===== config.mk =====
export PLATFORM = sky130hd
export DESIGN_NAME = rotor_wheel_substitution_top_flat
export DESIGN_NICKNAME = d
export VERILOG_FILES = /design/src/sv/rwsub_pkg.sv /design/src/sv/rwsub_if.sv /design/src/sv/rwsub_ram.sv /design/src/sv/rotor_wheel_substitution_top.sv /design/src/flat_wrapper.sv
export SDC_FILE = /design/constraint.sdc
export NUM_CORES = 1
export LEC_CHECK = 0
export ABC_AREA = 0
export BUFFER_PORTS_ARGS = -buffer_cell sky130_fd_sc_hd__buf_2
export CAP_MARGIN = 20
export CORE_MARGIN = 2
export CORE_UTILIZATION = 59
export DETAILED_ROUTE_END_ITERATION = 8
export PLACE_DENSITY_LB_ADDON = 0.3
export SYNTH_ARGS = -nofsm -noshare
export SYNTH_HDL_FRONTEND = slang
export SYNTH_SLANG_ARGS = --single-unit

===== constraint.sdc =====
create_clock -name clock -period 5.4 [get_ports clock]
set_clock_uncertainty 0.1 [all_clocks]
set_input_delay 0.54 -clock clock [delete_from_list [all_inputs] [get_ports clock]]
set_output_delay 0.54 -clock clock [all_outputs]
set_load 0.01 [all_outputs]

===== src/sv/rwsub_pkg.sv =====
`timescale 1ns / 1ps
// -----------------------------------------------------------------------------
// rwsub_pkg
// Shared widths, constants and command codes of the rotor wheel substitution
// block.
// -----------------------------------------------------------------------------
package rwsub_pkg;

   // alphabet size default
   localparam int ALPHABET_SIZE = 26;

   // field widths
   localparam int CMD_W    = 3;
   localparam int LETTER_W = 5;
   localparam int NOTCH_W  = 26;

   // csr port
   localparam int CSR_DATA_W = 32;
   localparam int CSR_ADDR_W = 3;
   localparam logic REG_NOTCH_MASK = 1'b0;

   // rotor commands
   typedef enum logic [CMD_W-1:0] {
      CMD_LOAD     = 3'd0,
      CMD_SET_POS  = 3'd1,
      CMD_STEP     = 3'd2,
      CMD_MAP_FWD  = 3'd3,
      CMD_MAP_BWD  = 3'd4
   } cmd_type;

endpackage


===== src/sv/rwsub_if.sv =====
`timescale 1ns / 1ps
// -----------------------------------------------------------------------------
// rwsub_req_if / rwsub_rsp_if
// Valid/ready channels carrying command items and result items.
// -----------------------------------------------------------------------------
interface rwsub_req_if;
   logic                              valid;
   logic                              ready;
   logic [rwsub_pkg::CMD_W-1:0]       command;
   logic [rwsub_pkg::LETTER_W-1:0]    letter;
   logic [rwsub_pkg::LETTER_W-1:0]    wiring_output;

   modport source (output valid, command, letter, wiring_output, input ready);
   modport sink   (input valid, command, letter, wiring_output, output ready);
endinterface

interface rwsub_rsp_if;
   logic                              valid;
   logic                              ready;
   logic [rwsub_pkg::LETTER_W-1:0]    mapped_letter;
   logic [rwsub_pkg::LETTER_W-1:0]    position;
   logic                              notch_hit;

   modport source (output valid, mapped_letter, position, notch_hit, input ready);
   modport sink   (input valid, mapped_letter, position, notch_hit, output ready);
endinterface


===== src/sv/rwsub_ram.sv =====
`timescale 1ns / 1ps
// -----------------------------------------------------------------------------
// rwsub_ram
// Generic single-write, single-read RAM with registered read data.
// -----------------------------------------------------------------------------
module rwsub_ram #(
   parameter int WIDTH = 5,
   parameter int DEPTH = 26
) (
   input  logic                     clock,
   input  logic                     wr_en,
   input  logic [$clog2(DEPTH)-1:0] wr_addr,
   input  logic [WIDTH-1:0]         wr_data,
   input  logic                     rd_en,
   input  logic [$clog2(DEPTH)-1:0] rd_addr,
   output logic [WIDTH-1:0]         rd_data
);

   logic [WIDTH-1:0] mem_ff [DEPTH];
   logic [WIDTH-1:0] rd_data_ff;

   // write port
   always_ff @(posedge clock) begin
      if (wr_en) begin
         mem_ff[wr_addr] <= wr_data;
      end
   end

   // registered read port, holds when not enabled
   always_ff @(posedge clock) begin
      if (rd_en) begin
         rd_data_ff <= mem_ff[rd_addr];
      end
   end

   assign rd_data = rd_data_ff;

endmodule


===== src/sv/rotor_wheel_substitution_top.sv =====
`timescale 1ns / 1ps
// -----------------------------------------------------------------------------
// rotor_wheel_substitution_top
// Single cipher rotor: wiring tables in RAM, rotation position, notch mask.
// -----------------------------------------------------------------------------
// The rotor takes one command item per clock cycle while its read stage is not
// stalled by the result side, and returns one result item for each, through the
// stage 1 registers and then the output register. Forward and inverse wiring live
// in two RAMs with registered read data: a map command computes the rotated index
// and issues the read in the accept cycle, and the returned entry is un-rotated in
// stage 1 and captured into the output register. Loads write both RAMs in the
// accept cycle; set and step update the position register at acceptance, so the
// following item sees the new value. Wiring entries that were never loaded read as
// unknown. The notch mask is written through the APB port at byte address 0.
// -----------------------------------------------------------------------------
module rotor_wheel_substitution_top #(
   parameter int ALPHABET_SIZE = rwsub_pkg::ALPHABET_SIZE
) (
   input  logic                              clock,
   input  logic                              reset,
   rwsub_req_if.sink                         req_if,
   rwsub_rsp_if.source                       rsp_if,
   input  logic                              psel,
   input  logic                              penable,
   input  logic                              pwrite,
   input  logic [rwsub_pkg::CSR_ADDR_W-1:0]  paddr,
   input  logic [rwsub_pkg::CSR_DATA_W-1:0]  pwdata,
   output logic [rwsub_pkg::CSR_DATA_W-1:0]  prdata,
   output logic                              pready
);

   localparam int POS_W  = (ALPHABET_SIZE > 1) ? $clog2(ALPHABET_SIZE) : 1;
   localparam int SUM_W  = POS_W + 1;
   localparam int LW     = rwsub_pkg::LETTER_W;

   // csr
   logic [rwsub_pkg::NOTCH_W-1:0] notch_mask_ff;
   logic [rwsub_pkg::NOTCH_W-1:0] notch_mask_in;
   logic                          csr_write;

   // stage 0 (accept)
   logic                accept;
   rwsub_pkg::cmd_type  cmd;
   logic                letter_ok;
   logic                wout_ok;
   logic [POS_W-1:0]    letter_pos;
   logic [SUM_W-1:0]    idx_sum;
   logic [SUM_W-1:0]    idx_mod;
   logic [SUM_W-1:0]    pos_inc;
   logic [POS_W-1:0]    pos_ff;
   logic [POS_W-1:0]    pos_in;
   logic [rwsub_pkg::NOTCH_W-1:0] notch_shift;
   logic                hit;
   logic                fwd_rd;
   logic                bwd_rd;
   logic                load_wr;

   // stage 1 (read in flight)
   logic                s1_valid_ff;
   logic                s1_valid_in;
   logic                s1_map_ff;
   logic                s1_bwd_ff;
   logic [POS_W-1:0]    s1_pos_ff;
   logic                s1_hit_ff;
   logic                s1_advance;
   logic [LW-1:0]       fwd_data;
   logic [LW-1:0]       bwd_data;
   logic [POS_W-1:0]    wire_val;
   logic [SUM_W-1:0]    unrot;
   logic [LW-1:0]       mapped;

   // output register
   logic                out_valid_ff;
   logic                out_valid_in;
   logic [LW-1:0]       out_mapped_ff;
   logic [LW-1:0]       out_pos_ff;
   logic                out_hit_ff;

   // ---------------------------------------------------------------------------
   // configuration port
   // ---------------------------------------------------------------------------
   assign pready    = 1'b1;
   assign csr_write = psel && penable && pwrite;

   always_comb begin
      notch_mask_in = notch_mask_ff;
      if (csr_write && (paddr[2] == rwsub_pkg::REG_NOTCH_MASK)) begin
         notch_mask_in = pwdata[rwsub_pkg::NOTCH_W-1:0];
      end
   end

   always_comb begin
      prdata = '0;
      if (paddr[2] == rwsub_pkg::REG_NOTCH_MASK) begin
         prdata = {{(rwsub_pkg::CSR_DATA_W-rwsub_pkg::NOTCH_W){1'b0}}, notch_mask_ff};
      end
   end

   always_ff @(posedge clock) begin
      if (reset) begin
         notch_mask_ff <= '0;
      end else begin
         notch_mask_ff <= notch_mask_in;
      end
   end

   // ---------------------------------------------------------------------------
   // handshake and pipeline flow
   // ---------------------------------------------------------------------------
   assign s1_advance   = s1_valid_ff && (!out_valid_ff || rsp_if.ready);
   assign req_if.ready = !s1_valid_ff || s1_advance;
   assign accept       = req_if.valid && req_if.ready;

   // ---------------------------------------------------------------------------
   // stage 0: decode, rotate index, position update
   // ---------------------------------------------------------------------------
   assign cmd       = rwsub_pkg::cmd_type'(req_if.command);
   assign letter_ok = 32'(req_if.letter) < ALPHABET_SIZE;
   assign wout_ok   = 32'(req_if.wiring_output) < ALPHABET_SIZE;
   assign letter_pos = POS_W'(req_if.letter);

   // (letter + pos) mod n, both operands below n
   assign idx_sum = {1'b0, letter_pos} + {1'b0, pos_ff};
   assign idx_mod = (idx_sum >= SUM_W'(ALPHABET_SIZE)) ?
                    idx_sum - SUM_W'(ALPHABET_SIZE) : idx_sum;

   assign pos_inc = {1'b0, pos_ff} + SUM_W'(1);

   // next position
   always_comb begin
      pos_in = pos_ff;
      if (accept) begin
         unique case (cmd)
            rwsub_pkg::CMD_SET_POS: begin
               if (letter_ok) begin
                  pos_in = letter_pos;
               end
            end
            rwsub_pkg::CMD_STEP: begin
               pos_in = (pos_inc == SUM_W'(ALPHABET_SIZE)) ? '0 : pos_inc[POS_W-1:0];
            end
            default: begin
               pos_in = pos_ff;
            end
         endcase
      end
   end

   // notch lookup on the new position
   assign notch_shift = notch_mask_ff >> pos_in;
   assign hit         = (cmd == rwsub_pkg::CMD_STEP) && notch_shift[0];

   // memory enables
   assign load_wr = accept && (cmd == rwsub_pkg::CMD_LOAD) && letter_ok && wout_ok;
   assign fwd_rd  = accept && (cmd == rwsub_pkg::CMD_MAP_FWD) && letter_ok;
   assign bwd_rd  = accept && (cmd == rwsub_pkg::CMD_MAP_BWD) && letter_ok;

   always_ff @(posedge clock) begin
      if (reset) begin
         pos_ff <= '0;
      end else begin
         pos_ff <= pos_in;
      end
   end

   // ---------------------------------------------------------------------------
   // wiring tables
   // ---------------------------------------------------------------------------
   rwsub_ram #(
      .WIDTH (LW),
      .DEPTH (ALPHABET_SIZE)
   ) u_fwd_ram (
      .clock   (clock),
      .wr_en   (load_wr),
      .wr_addr (POS_W'(req_if.letter)),
      .wr_data (req_if.wiring_output),
      .rd_en   (fwd_rd),
      .rd_addr (POS_W'(idx_mod)),
      .rd_data (fwd_data)
   );

   rwsub_ram #(
      .WIDTH (LW),
      .DEPTH (ALPHABET_SIZE)
   ) u_bwd_ram (
      .clock   (clock),
      .wr_en   (load_wr),
      .wr_addr (POS_W'(req_if.wiring_output)),
      .wr_data (req_if.letter),
      .rd_en   (bwd_rd),
      .rd_addr (POS_W'(idx_mod)),
      .rd_data (bwd_data)
   );

   // ---------------------------------------------------------------------------
   // stage 1 registers
   // ---------------------------------------------------------------------------
   assign s1_valid_in = accept || (s1_valid_ff && !s1_advance);

   always_ff @(posedge clock) begin
      if (reset) begin
         s1_valid_ff <= 1'b0;
      end else begin
         s1_valid_ff <= s1_valid_in;
      end
   end

   always_ff @(posedge clock) begin
      if (accept) begin
         s1_map_ff <= fwd_rd || bwd_rd;
         s1_bwd_ff <= bwd_rd;
         s1_pos_ff <= pos_in;
         s1_hit_ff <= hit;
      end
   end

   // (wire - pos) mod n
   assign wire_val = POS_W'(s1_bwd_ff ? bwd_data : fwd_data);
   assign unrot    = (wire_val >= s1_pos_ff) ?
                     {1'b0, wire_val} - {1'b0, s1_pos_ff} :
                     {1'b0, wire_val} + SUM_W'(ALPHABET_SIZE) - {1'b0, s1_pos_ff};
   assign mapped   = s1_map_ff ? LW'(unrot) : '0;

   // ---------------------------------------------------------------------------
   // output register
   // ---------------------------------------------------------------------------
   assign out_valid_in = s1_advance || (out_valid_ff && !rsp_if.ready);

   always_ff @(posedge clock) begin
      if (reset) begin
         out_valid_ff <= 1'b0;
      end else begin
         out_valid_ff <= out_valid_in;
      end
   end

   always_ff @(posedge clock) begin
      if (s1_advance) begin
         out_mapped_ff <= mapped;
         out_pos_ff    <= LW'(s1_pos_ff);
         out_hit_ff    <= s1_hit_ff;
      end
   end

   assign rsp_if.valid         = out_valid_ff;
   assign rsp_if.mapped_letter = out_mapped_ff;
   assign rsp_if.position      = out_pos_ff;
   assign rsp_if.notch_hit     = out_hit_ff;

   // ---------------------------------------------------------------------------
   // assertions
   // ---------------------------------------------------------------------------
`ifndef ASSERT_OFF
   // rotor position always stays inside the alphabet
   a_pos_range: assert property (@(posedge clock) disable iff (reset)
      32'(pos_ff) < ALPHABET_SIZE)
      else $error("rotor position out of range");

   // a stalled read stage keeps its item
   a_s1_hold: assert property (@(posedge clock) disable iff (reset)
      s1_valid_ff && !s1_advance |=> s1_valid_ff && $stable(s1_pos_ff)
         && $stable(s1_map_ff))
      else $error("stage 1 item lost under stall");

   // no new item enters over a blocked read stage
   a_no_overrun: assert property (@(posedge clock) disable iff (reset)
      s1_valid_ff && !s1_advance |-> !accept)
      else $error("item accepted over a stalled stage");

   // a notch hit only at a position the mask can mark
   a_hit_pos: assert property (@(posedge clock) disable iff (reset)
      s1_advance && s1_hit_ff |-> 32'(s1_pos_ff) < rwsub_pkg::NOTCH_W
         && !s1_map_ff)
      else $error("notch hit outside mask range");
`endif

endmodule


===== src/flat_wrapper.sv =====
// flat-port wrapper written by rule: the top's interface ports become plain ports
module rotor_wheel_substitution_top_flat 
#(
   parameter int ALPHABET_SIZE = rwsub_pkg::ALPHABET_SIZE
)
  (clock, reset, psel, penable, pwrite, paddr, pwdata, prdata, pready, req_if_valid, req_if_command, req_if_letter, req_if_wiring_output, req_if_ready, rsp_if_valid, rsp_if_mapped_letter, rsp_if_position, rsp_if_notch_hit, rsp_if_ready);
  rwsub_req_if req_if_i ();
  rwsub_rsp_if rsp_if_i ();
  input  logic clock;
  input  logic reset;
  input  logic psel;
  input  logic penable;
  input  logic pwrite;
  input  logic [rwsub_pkg::CSR_ADDR_W-1:0] paddr;
  input  logic [rwsub_pkg::CSR_DATA_W-1:0] pwdata;
  output logic [rwsub_pkg::CSR_DATA_W-1:0] prdata;
  output logic pready;
  input wire logic [$bits(req_if_i.valid)-1:0] req_if_valid;
  input wire logic [$bits(req_if_i.command)-1:0] req_if_command;
  input wire logic [$bits(req_if_i.letter)-1:0] req_if_letter;
  input wire logic [$bits(req_if_i.wiring_output)-1:0] req_if_wiring_output;
  output wire logic [$bits(req_if_i.ready)-1:0] req_if_ready;
  output wire logic [$bits(rsp_if_i.valid)-1:0] rsp_if_valid;
  output wire logic [$bits(rsp_if_i.mapped_letter)-1:0] rsp_if_mapped_letter;
  output wire logic [$bits(rsp_if_i.position)-1:0] rsp_if_position;
  output wire logic [$bits(rsp_if_i.notch_hit)-1:0] rsp_if_notch_hit;
  input wire logic [$bits(rsp_if_i.ready)-1:0] rsp_if_ready;
  assign req_if_i.valid = req_if_valid;
  assign req_if_i.command = req_if_command;
  assign req_if_i.letter = req_if_letter;
  assign req_if_i.wiring_output = req_if_wiring_output;
  assign req_if_ready = req_if_i.ready;
  assign rsp_if_valid = rsp_if_i.valid;
  assign rsp_if_mapped_letter = rsp_if_i.mapped_letter;
  assign rsp_if_position = rsp_if_i.position;
  assign rsp_if_notch_hit = rsp_if_i.notch_hit;
  assign rsp_if_i.ready = rsp_if_ready;
  rotor_wheel_substitution_top #(.ALPHABET_SIZE(ALPHABET_SIZE)) u_core (.clock(clock), .reset(reset), .req_if(req_if_i), .rsp_if(rsp_if_i), .psel(psel), .penable(penable), .pwrite(pwrite), .paddr(paddr), .pwdata(pwdata), .prdata(prdata), .pready(pready));
endmodule

# Word-level counts from Yosys, hierarchy flattened
# Memory sizes are Yosys's and may differ from the RTL's. A register that Yosys moved wholly into a read port is not among the register bits.
# Cells that the tools add are included.
# Widths: inputs -> output; s select.
# totals
register_bits	52
word_cells	65
ramBits	260
in_bits	55
n_memories	2
# mem_list
name	words	word_bits	read_ports	rd_clocked_by_memory_dff	write_ports	line_no	source
u_core.u_bwd_ram.mem_ff	26	5	1	1	1	rwsub_ram.sv:19	logic [WIDTH-1:0] mem_ff [DEPTH];
u_core.u_fwd_ram.mem_ff	26	5	1	1	1	rwsub_ram.sv:19	
# op_classes
n_reduce_logical	25
n_eq_ne	5
order_cmp	4
add_sub_neg	6
mux	10
bitwise	1
shift	1
# op_table
operator	n
$mux 5	6
$mux 26	1
$shr 26x5->1	1
$logic_and 1x1->1	15
$lt 5x5->1 const B	2
$pmux 5 s2	1
$sub 5x5->5	2
$add 5x1->6 const B	1
$add 5x5->6	1
$eq 3x2->1 const B	2
$eq 6x5->1 const B	1
$ge 6x5->1 const B	1
$add 5x5->5 const B	1
$ge 5x5->1	1
$logic_or 1x1->1	5
$sub 5x5->5 const B	1
$logic_not 1->1	4
$eq 3x1->1 const B	1
$eq 3x3->1 const B	1
$logic_not 3->1	1
$mux 1	2
$not 1->1	1

# Logic depth before layout (Yosys ltp)
# Gate-level depths: netlist of run 1.
# logic_depth
depth_word	10
ltp_mapped	14

# Modules after synthesis
# Synthesis of run 1 repeated with hierarchy kept, for this count alone.
# unflattened
hier_cells	1018
hier_area_um2	14257.4
# modules_own_cells
module	area_per_inst_um2	cells_per_inst	instances
rwsub_ram	5418.9	315	2
rotor_wheel_substitution_top	3419.5	388	1

# Worst setup path before layout of run 1
# OpenSTA, ideal clock, no wires.
# synth_timing
kind	in2reg
from	input req_if_letter[0]
to	register u_core.u_bwd_ram.rd_data_ff[0] (netlist: u_core.u_bwd_ram.rd_data[0]) (read register of u_core.u_bwd_ram.mem_ff), data pin
arrival_time_ps	3150
path_slack_ps	1881
cell_stages	13
required_ps	5031
path_cell_list	ha_1 > fa_1 > xor2_2 > inv_2 > a221oi_2 > o22ai_2 > a21oi_2 > mux2i_1 > buf_6 > buf_2 > nand2_2 > o211ai_2 > o211ai_1
# synth_via
elab_chain_len	3
word_cells_on_any_way	6
# synth_lines
item	line_no	source
from (decl)	flat_wrapper.sv:20	input wire logic [$bits(req_if_i.letter)-1:0] req_if_letter;
$add 5x5->6	rotor_wheel_substitution_top.sv:123	assign idx_sum = {1'b0, letter_pos} + {1'b0, pos_ff};
$sub 5x5->5 or $ge 6x5->1 (tied branches)	rotor_wheel_substitution_top.sv:125, rotor_wheel_substitution_top.sv:124	
$mux 5	rotor_wheel_substitution_top.sv:124	assign idx_mod = (idx_sum >= SUM_W'(ALPHABET_SIZE)) ?
to (decl)	rwsub_ram.sv:20	logic [WIDTH-1:0] rd_data_ff;
# Parallel ways exist; a longest one is shown, timed or not.
# A chain may end at the register's enable or synchronous reset.

# Worst setup path after layout of run 1
# layout_timing
from	register u_core.pos_ff[0]
to	register u_core.u_bwd_ram.rd_data_ff[4] (netlist: u_core.u_bwd_ram.rd_data[4]) (read register of u_core.u_bwd_ram.mem_ff), data pin
# layout_via
elab_chain_len	3
word_cells_on_any_way	4
# layout_lines
item	line_no	source
from (decl)	rotor_wheel_substitution_top.sv:50	logic [POS_W-1:0] pos_ff;
from (signal assigned)	rotor_wheel_substitution_top.sv:162	pos_ff <= pos_in;
$add 5x5->6 (*)	rotor_wheel_substitution_top.sv:123	
$sub 5x5->5 or $ge 6x5->1 (tied branches)	rotor_wheel_substitution_top.sv:125, rotor_wheel_substitution_top.sv:124	
$mux 5 (*)	rotor_wheel_substitution_top.sv:124	
# Mark *: on every way between the ends. The rest lies on a longest branch, timed or not.

==> out/results.tsv, run 1 <==
metric	value	unit
WP data required	5550	ps
synthesized cell area	0.0142	sq mm
GR Util All Layers	0.232	
status	completed	
first-pass GRT wire length	45700	microns
DRT antenna net count	0	
DR pass1 iterations	5	
post-place instance area	0.0150	sq mm
post-route cell area	0.0160	sq mm
Initial Util	0.603	
Reg-to-Reg End	u_core.u_bwd_ram.rd_data[4]$_DFFE_PP_	
initial antenna violation count	0	
via density per instance	5.93	
Synth-to-Final Area Change	12.5	%
DRT iter0 DRCs	799	
Cell Rows	56	
power density cells	347	mW/mm^2
Final Hold Viols	0	
Fillers	1648	
startpoint type of the worst setup path	register	
pins over their slew limit	0	
critical path cell sequence	ha_4, fa_1, xor2_2, inv_2, a221oi_2, o22ai_2, a21oi_2, mux2i_4, buf_12, mux2i_1, a22oi_1, nand3_1, o211ai_1	
Die Footprint	0.0253	sq mm
total negative slack	0	ps
Hold Crit Depth	3	
largest family of logic cells by synthesized area	multiplexers	
final setup vio count	0	
EDFF count, synth	289	
FMAX	238	MHz
RSZ-0062 raised after global routing	no	
source of the worst register-to-register timing path	u_core.pos_ff[0]$_SDFF_PP0_	
Max VDD drop	0.294	mV
YS warnings	0	
routed len/inst	21.3	microns
vias in the first global route	8247	
Seq/Total Area, Yosys	0.657	
Syn Inst Count	956	
clk sinks	322	
utilization after layout	0.679	
Inserted Diodes	0	
post-CTS sizing	0	
clk root buf	clkbuf_16	
CP max FO	37	
Post-synth top cells	edfxtp_1, mux2i_1, nor2_1, nand2_1, a21oi_1	
post-place setup slack	1040	ps
Synth Area per Inst	14.9	sq um
hpwl dp	19300	microns
Routability Congestion	0.803	
crit path setup slack, layout	1200	ps
cell accounting for the most synthesized area	edfxtp_1	
post-synth top area share	0.611	
Critical Path Sink Type	register	
total power	5.55	mW
Netlist cell types	70	
minimum clock period	4200	ps
maximum clock insertion buffer count	3	
hold slack final	117	ps
Post-Synth Simple-Gate Area	0.0915	
DR vias	8218	
fraction of registers with async set/reset	0	
number of port buffers	85	
final cell count without fillers	1386	
reg-to-reg slack, setup	1200	ps
WL final	29500	microns
Synth area leaders	edfxtp_1, mux2i_1, mux4_2	
cell total after placement	1330	
Num CTS Buffers	31	
DRC	0	
hold endpoint	u_core.notch_mask_ff[0]$_SDFFE_PP0P_	
most frequent cell after synthesis	edfxtp_1	
hold_buf cts	0	
Arr. time, crit path	4340	ps
largest net degree at the start of global routing	46	
CTS clk-pin slew, worst paths	60	ps
crit-path max cell delay	610	ps
Lkg Pwr	5.63	nW
Max stage delay cell, worst path	mux2i_4	
Final period util	0.777	
post-layout net count	1121	
share of post-route cells with drive strength above 1	0.216	
Setup Fix Bufs, Post-CTS	0	
max_cap viols	0	
Post-Synth XOR/XNOR Area	0.00793	
CTS tree	built	
Die Height	159	microns
Slew HR	0.377	
crit path kind	reg2reg	
Most used DFF post-synth	edfxtp_1	
Reg2Reg Depth	13	
core footprint	0.0235	sq mm
Post-Synth Adder-Cell Area	0.0215	
number of synthesized register bits	322	
worst-margin pin slew	926	ps
post-synthesis mux area share	0.122	
Synth Area in Compound Gates	0.0723	
top-level I/O count	101	
min-delay src	pwdata[0]	
Die X	159	microns
H-Tree Depth	1	
grt total ovfl	0	
min-delay worst type	in2reg	
worst-skew pair later-pin latency	550	ps
-- cell families after synthesis --
logic type                 count (synthesis)
AOI/OAI and AO/OA                        127
xor gates and xnor gates                  12
adders and majority gates                 22
buffers and inverters                     79
DFF                                      322
muxes                                    131
other                                      2
and+or+nand+nor                          261
-- where the power goes --
part	internal (mW)	switching, mW
sequential	2.74	0.0113
combinational	0.245	0.378
clock	1.29	0.892
total	4.27	1.28
-- worst max-delay path by stage --
| stage | cells after the start | slack, ps | startpoint | to |
|---|---|---|---|---|
| after floorplan | 13 | 1880 | req_if_letter[0] | u_core.u_bwd_ram.rd_data[0]$_DFFE_PP_ |
| after global placement | 13 | 1080 | req_if_letter[0] | u_core.u_fwd_ram.rd_data[3]$_DFFE_PP_ |
| after detailed placement | 14 | 1040 | req_if_letter[0] | u_core.u_bwd_ram.rd_data[4]$_DFFE_PP_ |
| after CTS | 13 | 1260 | u_core.pos_ff[0]$_SDFF_PP0_ | u_core.u_bwd_ram.rd_data[4]$_DFFE_PP_ |
| after global routing | 13 | 1010 | u_core.pos_ff[0]$_SDFF_PP0_ | u_core.u_bwd_ram.rd_data[4]$_DFFE_PP_ |
| final | 13 | 1200 | u_core.pos_ff[0]$_SDFF_PP0_ | u_core.u_bwd_ram.rd_data[4]$_DFFE_PP_ |
-- placed cells by master (no fill, tap or decap), types with 18 or more instances in the layout --
| cell type | n |
|---|---|
| edfxtp_1 | 289 |
| mux2i_1 | 93 |
| buf_2 | 85 |
| nor2_1 | 72 |
| nand2_1 | 70 |
| a21oi_1 | 39 |
| nor2b_1 | 36 |
| mux4_2 | 33 |
| dfxtp_1 | 33 |
| clkbuf_16 | 31 |
| nand3_1 | 27 |
| inv_1 | 25 |
| a22oi_1 | 18 |
-- flip-flops by register name (all words and copies together), names as in the netlist --
name                         cells
u_core.u_bwd_ram.rd_data         5
u_core.rsp_if.valid              1
u_core.u_fwd_ram.rd_data         5
u_core.u_fwd_ram.mem_ff        130
u_core.s1_hit_ff                 1
u_core.s1_pos_ff                 5
u_core.s1_bwd_ff                 1
u_core.pos_ff                    5
u_core.u_bwd_ram.mem_ff        130
u_core.s1_map_ff                 1
u_core.rsp_if.position           5
u_core.s1_valid_ff               1
u_core.rsp_if.notch_hit          1
u_core.rsp_if.mapped_letter      5
u_core.notch_mask_ff            26
-- area by class of cell --
cell class              count  area, sq um  share of cell area
repair buffers            102          582              0.0364
clock inverters            20          225              0.0141
clock buffers              36          795              0.0497
flip-flops and latches    322         9340               0.584
inverters                  27          101             0.00634
multi-input cells         560         4540               0.284
well taps                 319          399              0.0250
-- worst max-delay path, delay by kind of cell, from the launching register on --
kind	cells	cell delay (ps)
and+or+nand+nor	1	130
buffers and inverters	2	430
adders and majority gates	2	650
DFF	1	430
xor gates and xnor gates	1	240
muxes	2	860
AOI/OAI and AO/OA	5	1000
-- metal layers --
| layer | global-route usage | wire length [microns] |
|---|---|---|
| met3 | 0.0380 | 1810 |
| met4 | 0.0764 | 933 |
| met1 | 0.301 | 12000 |
| met5 | 0 | 0 |
| met2 | 0.402 | 14800 |
Power figures use the tool's default switching activity.
==> run 2, diff against run 1 <==
--- a/config.mk
+++ b/config.mk
@@ -5,11 +5,11 @@
 export SDC_FILE = /design/constraint.sdc
 export NUM_CORES = 1
 export LEC_CHECK = 0
-export ABC_AREA = 0
+export ABC_AREA = 1
 export BUFFER_PORTS_ARGS = -buffer_cell sky130_fd_sc_hd__buf_2
 export CAP_MARGIN = 20
 export CORE_MARGIN = 2
-export CORE_UTILIZATION = 59
+export CORE_UTILIZATION = 55
 export DETAILED_ROUTE_END_ITERATION = 8
 export PLACE_DENSITY_LB_ADDON = 0.3
 export SYNTH_ARGS = -nofsm -noshare
==> constraint.sdc (replaced) <==
create_clock -name clock -period 3.6 [get_ports clock]
set_clock_uncertainty 0.1 [all_clocks]
set_input_delay 0.36 -clock clock [delete_from_list [all_inputs] [get_ports clock]]
set_output_delay 0.36 -clock clock [all_outputs]
set_load 0.01 [all_outputs]
==> run 2 against run 1 <==
Via count rose by 19%. Critical path depth decreased by 2. Area after synthesis up 2.2%. Combinational power grew 130%. Total power grew 58%. Core utilization shrank 4.1 points. Largest power group unchanged. Routed wire length rose by 12%. Largest cell class unchanged. Global-route usage up 0.42 points. Sequential power rose by 51%. Critical path type unchanged. Non-clock buffer count grew 39. Worst setup slack worse by 900 ps. Clock power rose by 46%.
==> out/results.tsv, run 2 <==
metric	value	unit
GR Util All Layers	0.236	
min-delay worst type	in2reg	
Synth area leaders	edfxtp_1, mux2i_1, nand3_1	
EDFF count, synth	289	
grt total ovfl	0	
largest net degree at the start of global routing	66	
top-level I/O count	101	
fraction of registers with async set/reset	0	
DRT iter0 DRCs	1171	
Netlist cell types	37	
number of synthesized register bits	322	
DR pass1 iterations	5	
Cell Rows	59	
minimum clock period	3300	ps
total power	8.76	mW
crit-path max cell delay	730	ps
Num CTS Buffers	30	
synthesized cell area	0.0145	sq mm
hpwl dp	20800	microns
H-Tree Depth	1	
sw power	2.29	mW
critical path cell sequence	ha_4, fa_1, nor2_1, nor2_1, nand2_2, nand2_4, o21ai_2, nand3_1, nand3_1, nand3_1, nand2_1	
FMAX	303	MHz
Routability Congestion	0.910	
crit path kind	reg2reg	
total negative slack	0	ps
Seq/Total Area, Yosys	0.643	
CP max FO	16	
first-pass GRT wire length	52000	microns
power share of the clock group	0.363	
number of port buffers	85	
DR vias	9815	
Max stage delay cell, worst path	o21ai_2	
WP data required	3920	ps
Synth-to-Final Area Change	14.1	%
worst-margin pin slew	1020	ps
final setup vio count	0	
initial antenna violation count	0	
Internal	6.47	mW
status	completed	
source of the worst register-to-register timing path	u_core.pos_ff[0]$_SDFF_PP0_	
Die Height	166	microns
Post-synth top cells	edfxtp_1, nor2_1, nand3_1, nand2_1, mux2i_1	
Arr. time, crit path	3620	ps
pins over their slew limit	0	
min-delay src	pwdata[0]	
WL final	33000	microns
startpoint type of the worst setup path	register	
core footprint	0.0260	sq mm
sw frac	0.261	
clk sinks	322	
clk root buf	clkbuf_16	
Die Footprint	0.0277	sq mm
CTS tree	built	
Slew HR	0.322	
Final Hold Viols	0	
post-CTS sizing	0	
CTS clk-pin slew, worst paths	60	ps
sequential power share	0.474	
most frequent cell after synthesis	edfxtp_1	
vias in the first global route	9760	
Fillers	1993	
most used cell, CP	nand3_1	
power density cells	529	mW/mm^2
Lkg Pwr	6.46	nW
RSZ-0062 raised after global routing	no	
Most used DFF post-synth	edfxtp_1	
DRC	0	
Final period util	0.916	
start point of the critical path	u_core.pos_ff[0]$_SDFF_PP0_	
worst-skew pair later-pin latency	550	ps
max_cap viols	0	
post-synth top area share	0.598	
Initial Util	0.559	
Comb pwr share	0.164	
share of post-route cells with drive strength above 1	0.126	
Regs by FF count	u_core.u_bwd_ram.mem_ff (130), u_core.u_fwd_ram.mem_ff (130), u_core.notch_mask_ff (26)	
Critical Path Sink Type	register	
routed len/inst	18.7	microns
post-layout net count	1478	
Inserted Diodes	0	
Die X	166	microns
DRT antenna net count	0	
most common cell after layout, fill and taps aside	edfxtp_1	
via density per instance	5.58	
maximum clock insertion buffer count	3	
cell accounting for the most synthesized area	edfxtp_1	
Synth Area per Inst	11.2	sq um
Syn Inst Count	1292	
Max VDD drop	0.495	mV
YS warnings	0	
highest-count cells in the layout ignoring fill and taps	edfxtp_1, nor2_1, nand3_1, nand2_1, mux2i_1	
==> run 2: cell count changes after synthesis, sizes merged, moves of 19 or more <==
cell    previous run  this run
nand3             27       187
nor2              75       202
nand2             71       178
inv               27        81
nor2b             36         0
o21ai              9        44
mux4              33         0
a211oi             3        28
o211ai            21         1
a22oi             19         0
==> run 2: final cells by class <==
type                       instances  area, sq um  share of cell area
tap                              335          419              0.0253
timing repair buffer             141          958              0.0579
multi-input combinational        824         4550               0.275
clock buffer                      40          810              0.0489
inverter                          82          308              0.0186
sequential                       322         9340               0.564
clock inverter                    16          174              0.0105
==> run 2: final timing paths <==
check                                          endpoint  slack, ps  depth (start not counted)
hold reg to reg       u_core.rsp_if.notch_hit$_DFFE_PP_        330                          0
hold / removal     u_core.notch_mask_ff[0]$_SDFFE_PP0P_         20                          3
setup reg to reg  u_core.u_bwd_ram.rd_data[2]$_DFFE_PP_        300                         11
setup / recovery  u_core.u_bwd_ram.rd_data[2]$_DFFE_PP_        300                         11
==> run 2: kinds of logic after synthesis <==
group / count (synthesis) / share of synthesized area
and+or+nand+nor: 581 / 0.171
DFF: 322 / 0.643
buffers and inverters: 151 / 0.0456
muxes: 103 / 0.0712
AOI/OAI and AO/OA: 102 / 0.0416
adders and majority gates: 22 / 0.0210
xor gates and xnor gates: 9 / 0.00543
other: 2 / 0.000517
==> run 2: metrics by stage <==
step                       util  instances  hold WS, ps  worst slack (ps)  instance area (sq um)
after floorplan               -       1297          300               953                  14500
after global routing      0.637       1760         20.5               152                  16600
after global placement    0.588       1676          322               421                  15300
final                     0.637       1760         18.9               303                  16600
after CTS                 0.637       1759        0.906               374                  16500
after detailed placement  0.588       1676          309               371                  15300
==> run 2: power groups by stage <==
stage	Clock, mW	Combinational [mW]	Sequential [mW]
finish	3.18	1.44	4.15
global route	3.38	1.58	4.15
CTS	3.21	1.42	4.15
detailed placement	0	1.38	4.23
global placement	0	1.37	4.23
floorplan	0	0.968	4.22
==> run 2: critical path, delay by kind of cell, from the launching register on <==
family	cells	cell delay, ps
and+or+nand+nor	8	1080
DFF	1	560
AOI/OAI and AO/OA	1	730
adders and majority gates	2	700
==> run 2: per-layer routing <==
metal  GRT usage  wire length (microns)
met2       0.400                  16100
met3      0.0361                   2340
met1       0.322                  13800
met4      0.0603                    781
met5           0                      0
==> run 2: repair_timing <==
action / CTS / global route
hold buffers: 27 / 0
endpoints found under the hold margin: 27 / 0
endpoints found under the setup margin: 0 / 0
setup buffers: 0 / 0
==> run 3, diff against run 2 <==
--- a/config.mk
+++ b/config.mk
@@ -8,10 +8,13 @@
 export ABC_AREA = 1
 export BUFFER_PORTS_ARGS = -buffer_cell sky130_fd_sc_hd__buf_2
 export CAP_MARGIN = 20
+export CELL_PAD_IN_SITES_DETAIL_PLACEMENT = 1
+export CELL_PAD_IN_SITES_GLOBAL_PLACEMENT = 2
 export CORE_MARGIN = 2
-export CORE_UTILIZATION = 55
+export CORE_UTILIZATION = 41
 export DETAILED_ROUTE_END_ITERATION = 8
 export PLACE_DENSITY_LB_ADDON = 0.3
 export SYNTH_ARGS = -nofsm -noshare
 export SYNTH_HDL_FRONTEND = slang
 export SYNTH_SLANG_ARGS = --single-unit
+export TNS_END_PERCENT = 100
==> constraint.sdc (replaced) <==
create_clock -name clock -period 3.42 [get_ports clock]
set_clock_uncertainty 0.1 [all_clocks]
set_input_delay 0.342 -clock clock [delete_from_list [all_inputs] [get_ports clock]]
set_output_delay 0.342 -clock clock [all_outputs]
set_load 0.01 [all_outputs]
==> run 3 against run 2 <==
Hold slack improved by 4.0 ps. Worst setup slack got worse by 21 ps. Combinational power increased by 13%. Final cell count rose by 8.9%. Maximum frequency up 5.1%. Critical path type unchanged. Critical endpoint is now u_core.u_bwd_ram.rd_data[3]$_DFFE_PP_. Largest cell class unchanged. Highest routed layer unchanged.
==> out/results.tsv, run 3 (synthesis results as in run 2) <==
metric	value	unit
min-delay src	rsp_if_ready	
total negative slack	0	ps
CTS tree	built	
worst-skew pair later-pin latency	520	ps
area of the multi-input gates	0.00455	sq mm
min-delay worst type	in2reg	
DR pass1 iterations	5	
Final Hold Viols	0	
utilization after layout	0.491	
maximum clock insertion buffer count	3	
initial antenna violation count	0	
post-place setup slack	146	ps
hold slack final	23.0	ps
most common cell after layout, fill and taps aside	edfxtp_1	
Synth-to-Final Area Change	17.4	%
first-pass GRT wire length	59600	microns
pins over their slew limit	0	
final cell count without fillers	1916	
grt total ovfl	0	
vias in the first global route	10500	
total power	9.79	mW
Arr. time, crit path	3410	ps
Final period util	0.918	
DRC	0	
Max VDD drop	0.384	mV
max_cap viols	0	
hpwl dp	25600	microns
clk sinks	322	
most used cell, CP	nand3_1	
Num CTS Buffers	37	
Die Footprint	0.0369	sq mm
Regs by FF count	u_core.u_bwd_ram.mem_ff (130), u_core.u_fwd_ram.mem_ff (130), u_core.notch_mask_ff (26)	
Initial Util	0.418	
Sequential Area	0.00934	sq mm
worst path bufs/invs	1	
clk root buf	clkbuf_16	
core footprint	0.0347	sq mm
post-layout net count	1510	
DRT antenna net count	0	
DRT iter0 DRCs	509	
top-level I/O count	101	
power density cells	575	mW/mm^2
worst-margin pin slew	829	ps
Lkg Pwr	6.70	nW
Die Height	192	microns
WL final	38200	microns
post-CTS sizing	0	
WP data required	3690	ps
H-Tree Depth	2	
minimum clock period	3140	ps
crit-path max cell delay	500	ps
number of port buffers	85	
routed len/inst	19.9	microns
startpoint type of the worst setup path	register	
source of the worst register-to-register timing path	u_core.pos_ff[2]$_SDFF_PP0_	
largest net degree at the start of global routing	36	
Cell Rows	68	
DR vias	9984	
start point of the critical path	u_core.pos_ff[2]$_SDFF_PP0_	
post-place instance area	0.0157	sq mm
Die X	192	microns
highest-count cells in the layout ignoring fill and taps	edfxtp_1, nor2_1, nand3_1, nand2_1, mux2i_1	
share of post-route cells with drive strength above 1	0.162	
Fillers	3780	
status	completed	
Max stage delay cell, worst path	dfxtp_1	
Critical Path Sink Type	register	
post-route cell area	0.0170	sq mm
crit path setup slack, layout	281	ps
FMAX	319	MHz
cell total after placement	1837	
Routability Congestion	0.794	
critical path cell sequence	ha_1, a21oi_2, o21ai_1, a21oi_2, nand2_4, o21ai_2, buf_4, nand3_1, nand3_1, nand3_1, nand2_1	
via density per instance	5.21	
family with the most delay on the worst path	compound AO/OA/AOI/OAI gates	
CP max FO	20	
CTS clk-pin slew, worst paths	60	ps
crit path kind	reg2reg	
RSZ-0062 raised after global routing	no	
Inserted Diodes	0	
GR Util All Layers	0.212	
final setup vio count	0	
Slew HR	0.441	
==> run 3: path summary, 6_finish.rpt <==
path	slack (ps)	cells past startpoint	endpoint
min	20	4	u_core.rsp_if.valid$_SDFF_PP0_
max reg2reg	280	11	u_core.u_bwd_ram.rd_data[3]$_DFFE_PP_
max	280	11	u_core.u_bwd_ram.rd_data[3]$_DFFE_PP_
min reg2reg	340	0	u_core.rsp_if.notch_hit$_DFFE_PP_
==> run 3: timing repair <==
action                                  CTS  global route
hold buffers                             11             0
setup buffers                             0             0
endpoints found under the hold margin    11             0
endpoints found under the setup margin    0             0
==> run 3: area by class of cell <==
| type | count | area share |
|---|---|---|
| Clock buffer | 40 | 0.0563 |
| Clock inverter | 27 | 0.0124 |
| Timing Repair Buffer | 166 | 0.0645 |
| Tap cell | 455 | 0.0334 |
| Sequential cell | 322 | 0.548 |
| Multi-Input combinational cell | 824 | 0.267 |
| Inverter | 82 | 0.0181 |
==> run 3: worst min-delay path, stage by stage <==
cell and delay [ps]:
buf_2 80, inv_1 50, nand2_1 60, a21oi_1 50
==> run 3: power by group <==
part | leakage, nW | switching, mW | internal, mW
registers | 2.88 | 0.0213 | 4.35
clock network | 0.578 | 1.60 | 2.20
logic | 3.24 | 1.09 | 0.537
total | 6.70 | 2.71 | 7.08
==> run 3: layer usage <==
| metal | part of all wire | track usage |
|---|---|---|
| met5 | 0 | 0 |
| met1 | 0.46 | 0.282 |
| met4 | 0.023 | 0.0622 |
| met2 | 0.48 | 0.358 |
| met3 | 0.038 | 0.0322 |
